[src/hdl/spherical_rotate_converter_assert.svh]
// ============================================================================
// Assertion macros for the spherical rotate converter
// Concurrent checks on aclk; compiled out when SYNTHESIS is set.
// ============================================================================
`ifndef SPHERICAL_ROTATE_CONVERTER_ASSERT_SVH
`define SPHERICAL_ROTATE_CONVERTER_ASSERT_SVH

`ifndef SYNTHESIS
// check a property outside reset
`define SRCV_ASSERT(lbl, prop, msg) \
    lbl: assert property (@(posedge aclk) disable iff (!aresetn) prop) \
        else $error(msg);
// check a property at every edge, reset included
`define SRCV_ASSERT_ALWAYS(lbl, prop, msg) \
    lbl: assert property (@(posedge aclk) prop) \
        else $error(msg);
`else
`define SRCV_ASSERT(lbl, prop, msg)
`define SRCV_ASSERT_ALWAYS(lbl, prop, msg)
`endif

`endif

[src/hdl/srcv_pkg.sv]
// ============================================================================
// srcv_pkg
// Types, constants and angle helpers shared by the converter pipeline.
// ============================================================================
package srcv_pkg;

    localparam int CORDIC_STAGES = 16;
    localparam int ANGLE_BITS    = 16;
    localparam int ATAN_ENTRIES  = 24;
    localparam int IDX_W         = $clog2(ATAN_ENTRIES);

    // configuration register indexes
    localparam logic [1:0] REG_ROW0 = 2'd0;
    localparam logic [1:0] REG_ROW1 = 2'd1;
    localparam logic [1:0] REG_ROW2 = 2'd2;

    // vector datapath width and inner angle width
    localparam int VW = 40;
    localparam int AW = ((ANGLE_BITS > 16) ? ANGLE_BITS : 16) + 3;

    // inverse CORDIC gain, Q30
    localparam logic [29:0] INV_GAIN = 30'd652032874;

    // port angle (pi = 2^15) to inner angle (pi = 2^(ANGLE_BITS-1)) and back
    localparam int IN_UP   = (ANGLE_BITS >= 16) ? ANGLE_BITS - 16 : 0;
    localparam int IN_DN   = (ANGLE_BITS < 16) ? 16 - ANGLE_BITS : 0;
    localparam int IN_RND  = (1 << IN_DN) >> 1;
    localparam int OUT_DN  = (ANGLE_BITS > 16) ? ANGLE_BITS - 16 : 0;
    localparam int OUT_UP  = (ANGLE_BITS < 16) ? 16 - ANGLE_BITS : 0;
    localparam int OUT_RND = (1 << OUT_DN) >> 1;

    typedef logic signed [VW-1:0] vec_t;
    typedef logic signed [AW-1:0] ang_t;
    typedef logic signed [18:0]   rect_t;

    localparam ang_t QUARTER = ang_t'(64'sd1 <<< (ANGLE_BITS - 2));

    // arctan(2^-i), full circle = 2^32
    localparam logic [31:0] ATAN_Q32 [ATAN_ENTRIES] = '{
        32'h20000000, 32'h12E4051E, 32'h09FB385B, 32'h051111D4, 32'h028B0D43,
        32'h0145D7E1, 32'h00A2F61E, 32'h00517C55, 32'h0028BE53, 32'h00145F2F,
        32'h000A2F98, 32'h000517CC, 32'h00028BE6, 32'h000145F3, 32'h0000A2FA,
        32'h0000517D, 32'h000028BE, 32'h0000145F, 32'h00000A30, 32'h00000518,
        32'h0000028C, 32'h00000146, 32'h000000A3, 32'h00000051
    };

    // per-cell control
    typedef struct packed {
        logic             vec_mode;
        logic             pre;
        logic [IDX_W-1:0] idx;
    } cell_cfg_t;

    // payload that rides along the pipeline
    typedef struct packed {
        ang_t  lon;
        vec_t  z;
        rect_t rx;
        rect_t ry;
        rect_t rz;
        logic  sat;
        logic  zero_h;
        ang_t  lon_acc;
        logic  zero_v;
        ang_t  lat_acc;
    } side_t;

    // arctangent of stage idx, rounded to the inner angle width
    function automatic ang_t step_angle(input logic [IDX_W-1:0] idx);
        logic [32:0] a;
        a = '0;
        if (int'(idx) < ATAN_ENTRIES) begin
            a = {1'b0, ATAN_Q32[idx]} + (33'd1 << (31 - ANGLE_BITS));
        end
        return ang_t'(a >> (32 - ANGLE_BITS));
    endfunction

    function automatic ang_t port_to_inner(input logic signed [16:0] v);
        ang_t w;
        w = ang_t'(v);
        return ((w + ang_t'(IN_RND)) >>> IN_DN) <<< IN_UP;
    endfunction

    function automatic ang_t inner_to_port(input ang_t v);
        return ((v + ang_t'(OUT_RND)) >>> OUT_DN) <<< OUT_UP;
    endfunction

endpackage

[src/hdl/srcv_unscale.sv]
// ============================================================================
// srcv_unscale
// Two-stage multiply by the inverse CORDIC gain, offset by 2^14, shifted down by 30.
// ============================================================================
module srcv_unscale (
    input  logic            aclk,
    input  logic            aresetn,
    input  logic            en,
    input  logic            vld_in,
    input  srcv_pkg::vec_t  v_in,
    input  srcv_pkg::side_t side_in,
    output logic            vld_out,
    output srcv_pkg::vec_t  v_out,
    output srcv_pkg::side_t side_out
);

    localparam int LO_W = 20;
    localparam int HI_W = srcv_pkg::VW - LO_W;
    localparam int SUMW = srcv_pkg::VW + 31;

    typedef logic signed [SUMW-1:0] sum_t;

    logic                     vld1_reg, vld2_reg;
    logic signed [HI_W+30:0]  p_hi_reg, p_hi_next;
    logic [LO_W+29:0]         p_lo_reg, p_lo_next;
    srcv_pkg::side_t          side1_reg, side2_reg;
    srcv_pkg::vec_t           v_reg;
    sum_t                     sum;

    // split into two partial products
    always_comb begin
        p_hi_next = $signed(v_in[srcv_pkg::VW-1:LO_W]) * $signed({1'b0, srcv_pkg::INV_GAIN});
        p_lo_next = v_in[LO_W-1:0] * srcv_pkg::INV_GAIN;
    end

    // recombine, add the 2^14 offset
    always_comb begin
        sum = (sum_t'(p_hi_reg) <<< LO_W) + sum_t'($signed({1'b0, p_lo_reg}))
            + sum_t'(16384);
    end

    always_ff @(posedge aclk) begin
        if (!aresetn) begin
            vld1_reg <= 1'b0;
            vld2_reg <= 1'b0;
        end else if (en) begin
            vld1_reg <= vld_in;
            vld2_reg <= vld1_reg;
        end
    end

    always_ff @(posedge aclk) begin
        if (en) begin
            p_hi_reg  <= p_hi_next;
            p_lo_reg  <= p_lo_next;
            side1_reg <= side_in;
            v_reg     <= srcv_pkg::vec_t'(sum >>> 30);
            side2_reg <= side1_reg;
        end
    end

    assign vld_out  = vld2_reg;
    assign v_out    = v_reg;
    assign side_out = side2_reg;

endmodule

[config.mk]
export PLATFORM = sky130hd
export DESIGN_NAME = srcv_unscale
export DESIGN_NICKNAME = d
export VERILOG_FILES = /design/src/hdl/spherical_rotate_converter_assert.svh /design/src/hdl/srcv_pkg.sv /design/src/hdl/srcv_unscale.sv
export SDC_FILE = /design/constraint.sdc
export NUM_CORES = 2
export LEC_CHECK = 0
export BUFFER_PORTS_ARGS = -buffer_cell sky130_fd_sc_hd__clkbuf_2
export CAP_MARGIN = 40
export CORE_ASPECT_RATIO = 0.75
export CORE_MARGIN = 1
export CORE_UTILIZATION = 24
export DETAILED_ROUTE_END_ITERATION = 7
export HOLD_SLACK_MARGIN = 0.15
export PLACE_DENSITY = 0.51
export SLEW_MARGIN = 20
export SYNTH_ARGS = -nofsm -noshare
export SYNTH_HDL_FRONTEND = slang
export SYNTH_SLANG_ARGS = --single-unit
[constraint.sdc]
create_clock -name aclk -period 9.5 [get_ports aclk]
set_input_delay 0.475 -clock aclk [delete_from_list [all_inputs] [get_ports aclk]]
set_output_delay 0.475 -clock aclk [all_outputs]
set_load 0.005 [all_outputs]
==> flow_summary.json <==
{
  "die_width_um": 440.9,
  "netlist_instances": 2642,
  "grt_pass1_vias": 22070,
  "setup.worst_path.end": "p_lo_reg[49]",
  "ff2ff_setup_slack_ps": 5680,
  "synth_seq_cells": 441,
  "ys_seq_area_frac": 0.3813,
  "rsz0062_at_grt": "no",
  "drv_cap": 0,
  "path_cells": "clkbuf_2, ha_1, inv_1, fa_1, fa_1, inv_1, fa_1, fa_1, fa_1, inv_1, fa_1, inv_1, ha_1, a21oi_1, o21ai_1, nand2b_1, or4_1, o21a_1, a211oi_4, o31ai_2, a21oi_4, o211ai_1, a31oi_1, xnor2_1",
  "ff2ff_path_depth": 12,
  "crit_path_top_delay_cell": "fa_1",
  "routed_via_density": 4.007,
  "fin_skew_ps": 42.77,
  "drc": 0,
  "cts_setup_buffers": 0,
  "grt_pass1_wl_um": 138900,
  "dp_hpwl_um": 79300,
  "place.gp.congestion": 0.8989,
  "crit_type": "in2reg",
  "wirelength_um": 92940,
  "synth-async-reset-ratio": 0,
  "dominantRegCellSynth": "edfxtp_1",
  "postRouteAntennaNets": 0,
  "core-area_um2": 143100,
  "die_y_um": 331.2,
  "synth_edf_count": 439,
  "setup_viol": 0,
  "outcome": "finished, final reports clean",
  "drive_above_1_share": 0.1484,
  "rows": 120,
  "r2r-end": "v_out[39]",
  "clkLatencyLatePin_ps": 610,
  "crit_family": "adder cells",
  "cts_tree": "done",
  "syn_area_um2": 34680,
  "grt_start_max_net_pins": 163,
  "via_count": 20770,
  "avgSynthCellArea_um2": 13.13,
  "crit_path_end_kind": "flop",
  "portBuffers": 398,
  "worstSetupStartpoint": "v_in[8]",
  "nNetsFinal": 4382,
  "synth.distinct_cells": 55,
  "clock.fmax_mhz": 141.3,
  "ctsResizeCount": 0,
  "cp.depth": 24,
  "antenna_found_initial": 14,
  "crit_required_ps": 9820,
  "post-route-period-util": 0.7448,
  "worstMarginPinSlew_ps": 892.1,
  "min_path_type": "in2reg",
  "ctsHoldBuffers": 158,
  "syn_to_final_growth_pct": 22.23,
  "crit_path_frequent_cell": "fa_1",
  "setup_tns_ps": 0,
  "clkSinkCount": 441,
  "max_stage_delay_ps": 600,
  "dr.pass1.iters": 6,
  "slew_headroom": 0.4053,
  "htreeDepth": 2,
  "drt-initial-drc-count": 1011,
  "fin_crit_ps": 7076,
  "fp.dieArea_um2": 146000,
  "reg2reg_from": "p_lo_reg[27]",
  "numCtsBuffers": 50,
  "pin_count": 399,
  "cp.arrival_ps": 7400,
  "wl_per_cell_um": 17.93,
  "slew_viol_final": 0,
  "hold_viol_final": 0,
  "gr-usage-all-layers": 0.1268,
  "cts-root-buf": "clkbuf_16",
  "synth_nets": 3773,
  "grt-ovfl-total": 0,
  "clk_pin_slew_worst_paths_ps": 50,
  "start_kind": "input port",
  "yosysWarnings": 0,
  "clockBufferDepth": 3,
  "cp_max_fo": 6,
  "start_util": 0.2424,
  "crit_buf_inv": 5
}
-- worst reg2reg max path, stage by stage (launching register included) --
cell and delay [ps]:
edfxtp_1 420, ha_1 330, nand4_1 130, nor2_1 140
o21ai_0 220, and4_1 290, o21ai_1 430, and4_1 330
o31a_1 250, o2111ai_1 250, nor4_2 460, nand4_1 200
xnor2_1 160
-- routing by layer --
layer | wire [um] | track usage
met4 | 1935 | 0.02879
met5 | 106 | 0
met2 | 41110 | 0.1972
met3 | 6285 | 0.03133
met1 | 43500 | 0.1764
-- how the worst min path moves through the flow --
stage / from / to / slack (ps) / cells past startpoint
3_5_place_dp: side1_reg[109] / side_out[109] / 400 / 0
4_1_cts: side_in[59] / side1_reg[59] / 150 / 1
2_1_floorplan: side1_reg[0] / side_out[0] / 400 / 0
6_report: v_in[20] / p_hi_reg[1] / 390 / 1
5_1_grt: v_in[20] / p_hi_reg[1] / 370 / 1
3_3_place_gp: side1_reg[93] / side_out[93] / 400 / 0
-- logic make-up after synthesis --
family / Yosys count / share of synthesized area
compound gates: 255 / 0.04726
xor+xnor: 118 / 0.02980
fa+ha+maj: 930 / 0.4364
buf+inv: 678 / 0.07338
flops: 441 / 0.3813
mux: 2 / 0.0005773
simple gates: 218 / 0.03128
-- synthesized netlist by cell type (all sizes together) (10+ instances only) --
| cell | instances | area share |
|---|---|---|
| edfxtp | 439 | 0.38 |
| nand4 | 20 | 0.0036 |
| xnor2 | 80 | 0.020 |
| o21a | 10 | 0.0022 |
| o21ai | 43 | 0.0062 |
| fa | 466 | 0.27 |
| nor3 | 15 | 0.0022 |
| a21oi | 94 | 0.014 |
| nand3 | 19 | 0.0027 |
| o21bai | 10 | 0.0023 |
| nor2b | 11 | 0.0020 |
| xor2 | 38 | 0.0096 |
| a211oi | 10 | 0.0027 |
| nand2b | 14 | 0.0025 |
| o211ai | 10 | 0.0022 |
| and3 | 12 | 0.0022 |
| nor2 | 57 | 0.0062 |
| nand2 | 48 | 0.0052 |
| a21o | 47 | 0.010 |
| ha | 464 | 0.17 |
| inv | 671 | 0.073 |
-- through the flow --
step	hold WS, ps	instances	area (um2)	setup slack (ps)	util
after floorplan	400.3	2642	34680	2633	-
after global placement	400.1	4929	39070	1811	0.2731
after detailed placement	404.5	4929	39070	1858	0.2731
after CTS	152.5	5176	42310	2478	0.2957
after global routing	365.4	5181	42380	2007	0.2962
final	386.1	5184	42390	2424	0.2962
-- layout make-up --
cell class / instances / area, um2
fill: 14610 / 100700
sequential: 441 / 13220
tap: 1891 / 2366
antenna: 5 / 12.51
inverter: 671 / 2519
clock inverter: 30 / 374.1
timing repair buffer: 564 / 3699
clock buffer: 59 / 1285
multi-input combinational: 1523 / 18910
-- cells in the final DEF (no fill, tap or decap), drive strengths merged, types with 3 or more instances in the layout --
cell type,n
clkinv,19
ha,464
o211ai,10
o2111ai,3
nand2,48
xor2,38
nor2,57
and4,7
diode,5
nor2b,11
nand3,19
nand4,20
bufinv,6
clkbuf,456
o21a,10
xnor2,80
inv,673
nor3,15
clkinvlp,3
or2,3
nand2b,14
and2,7
a21o,47
dlygate4sd3,159
fa,466
buf,8
a31oi,6
o21ai,43
edfxtp,439
a21oi,94
a21boi,3
o21bai,10
a221oi,3
and3,12
a211oi,10
Power is left out: the tool's default activity adds up to more than one toggle a clock period on the data nets, which glitch-free logic cannot reach.
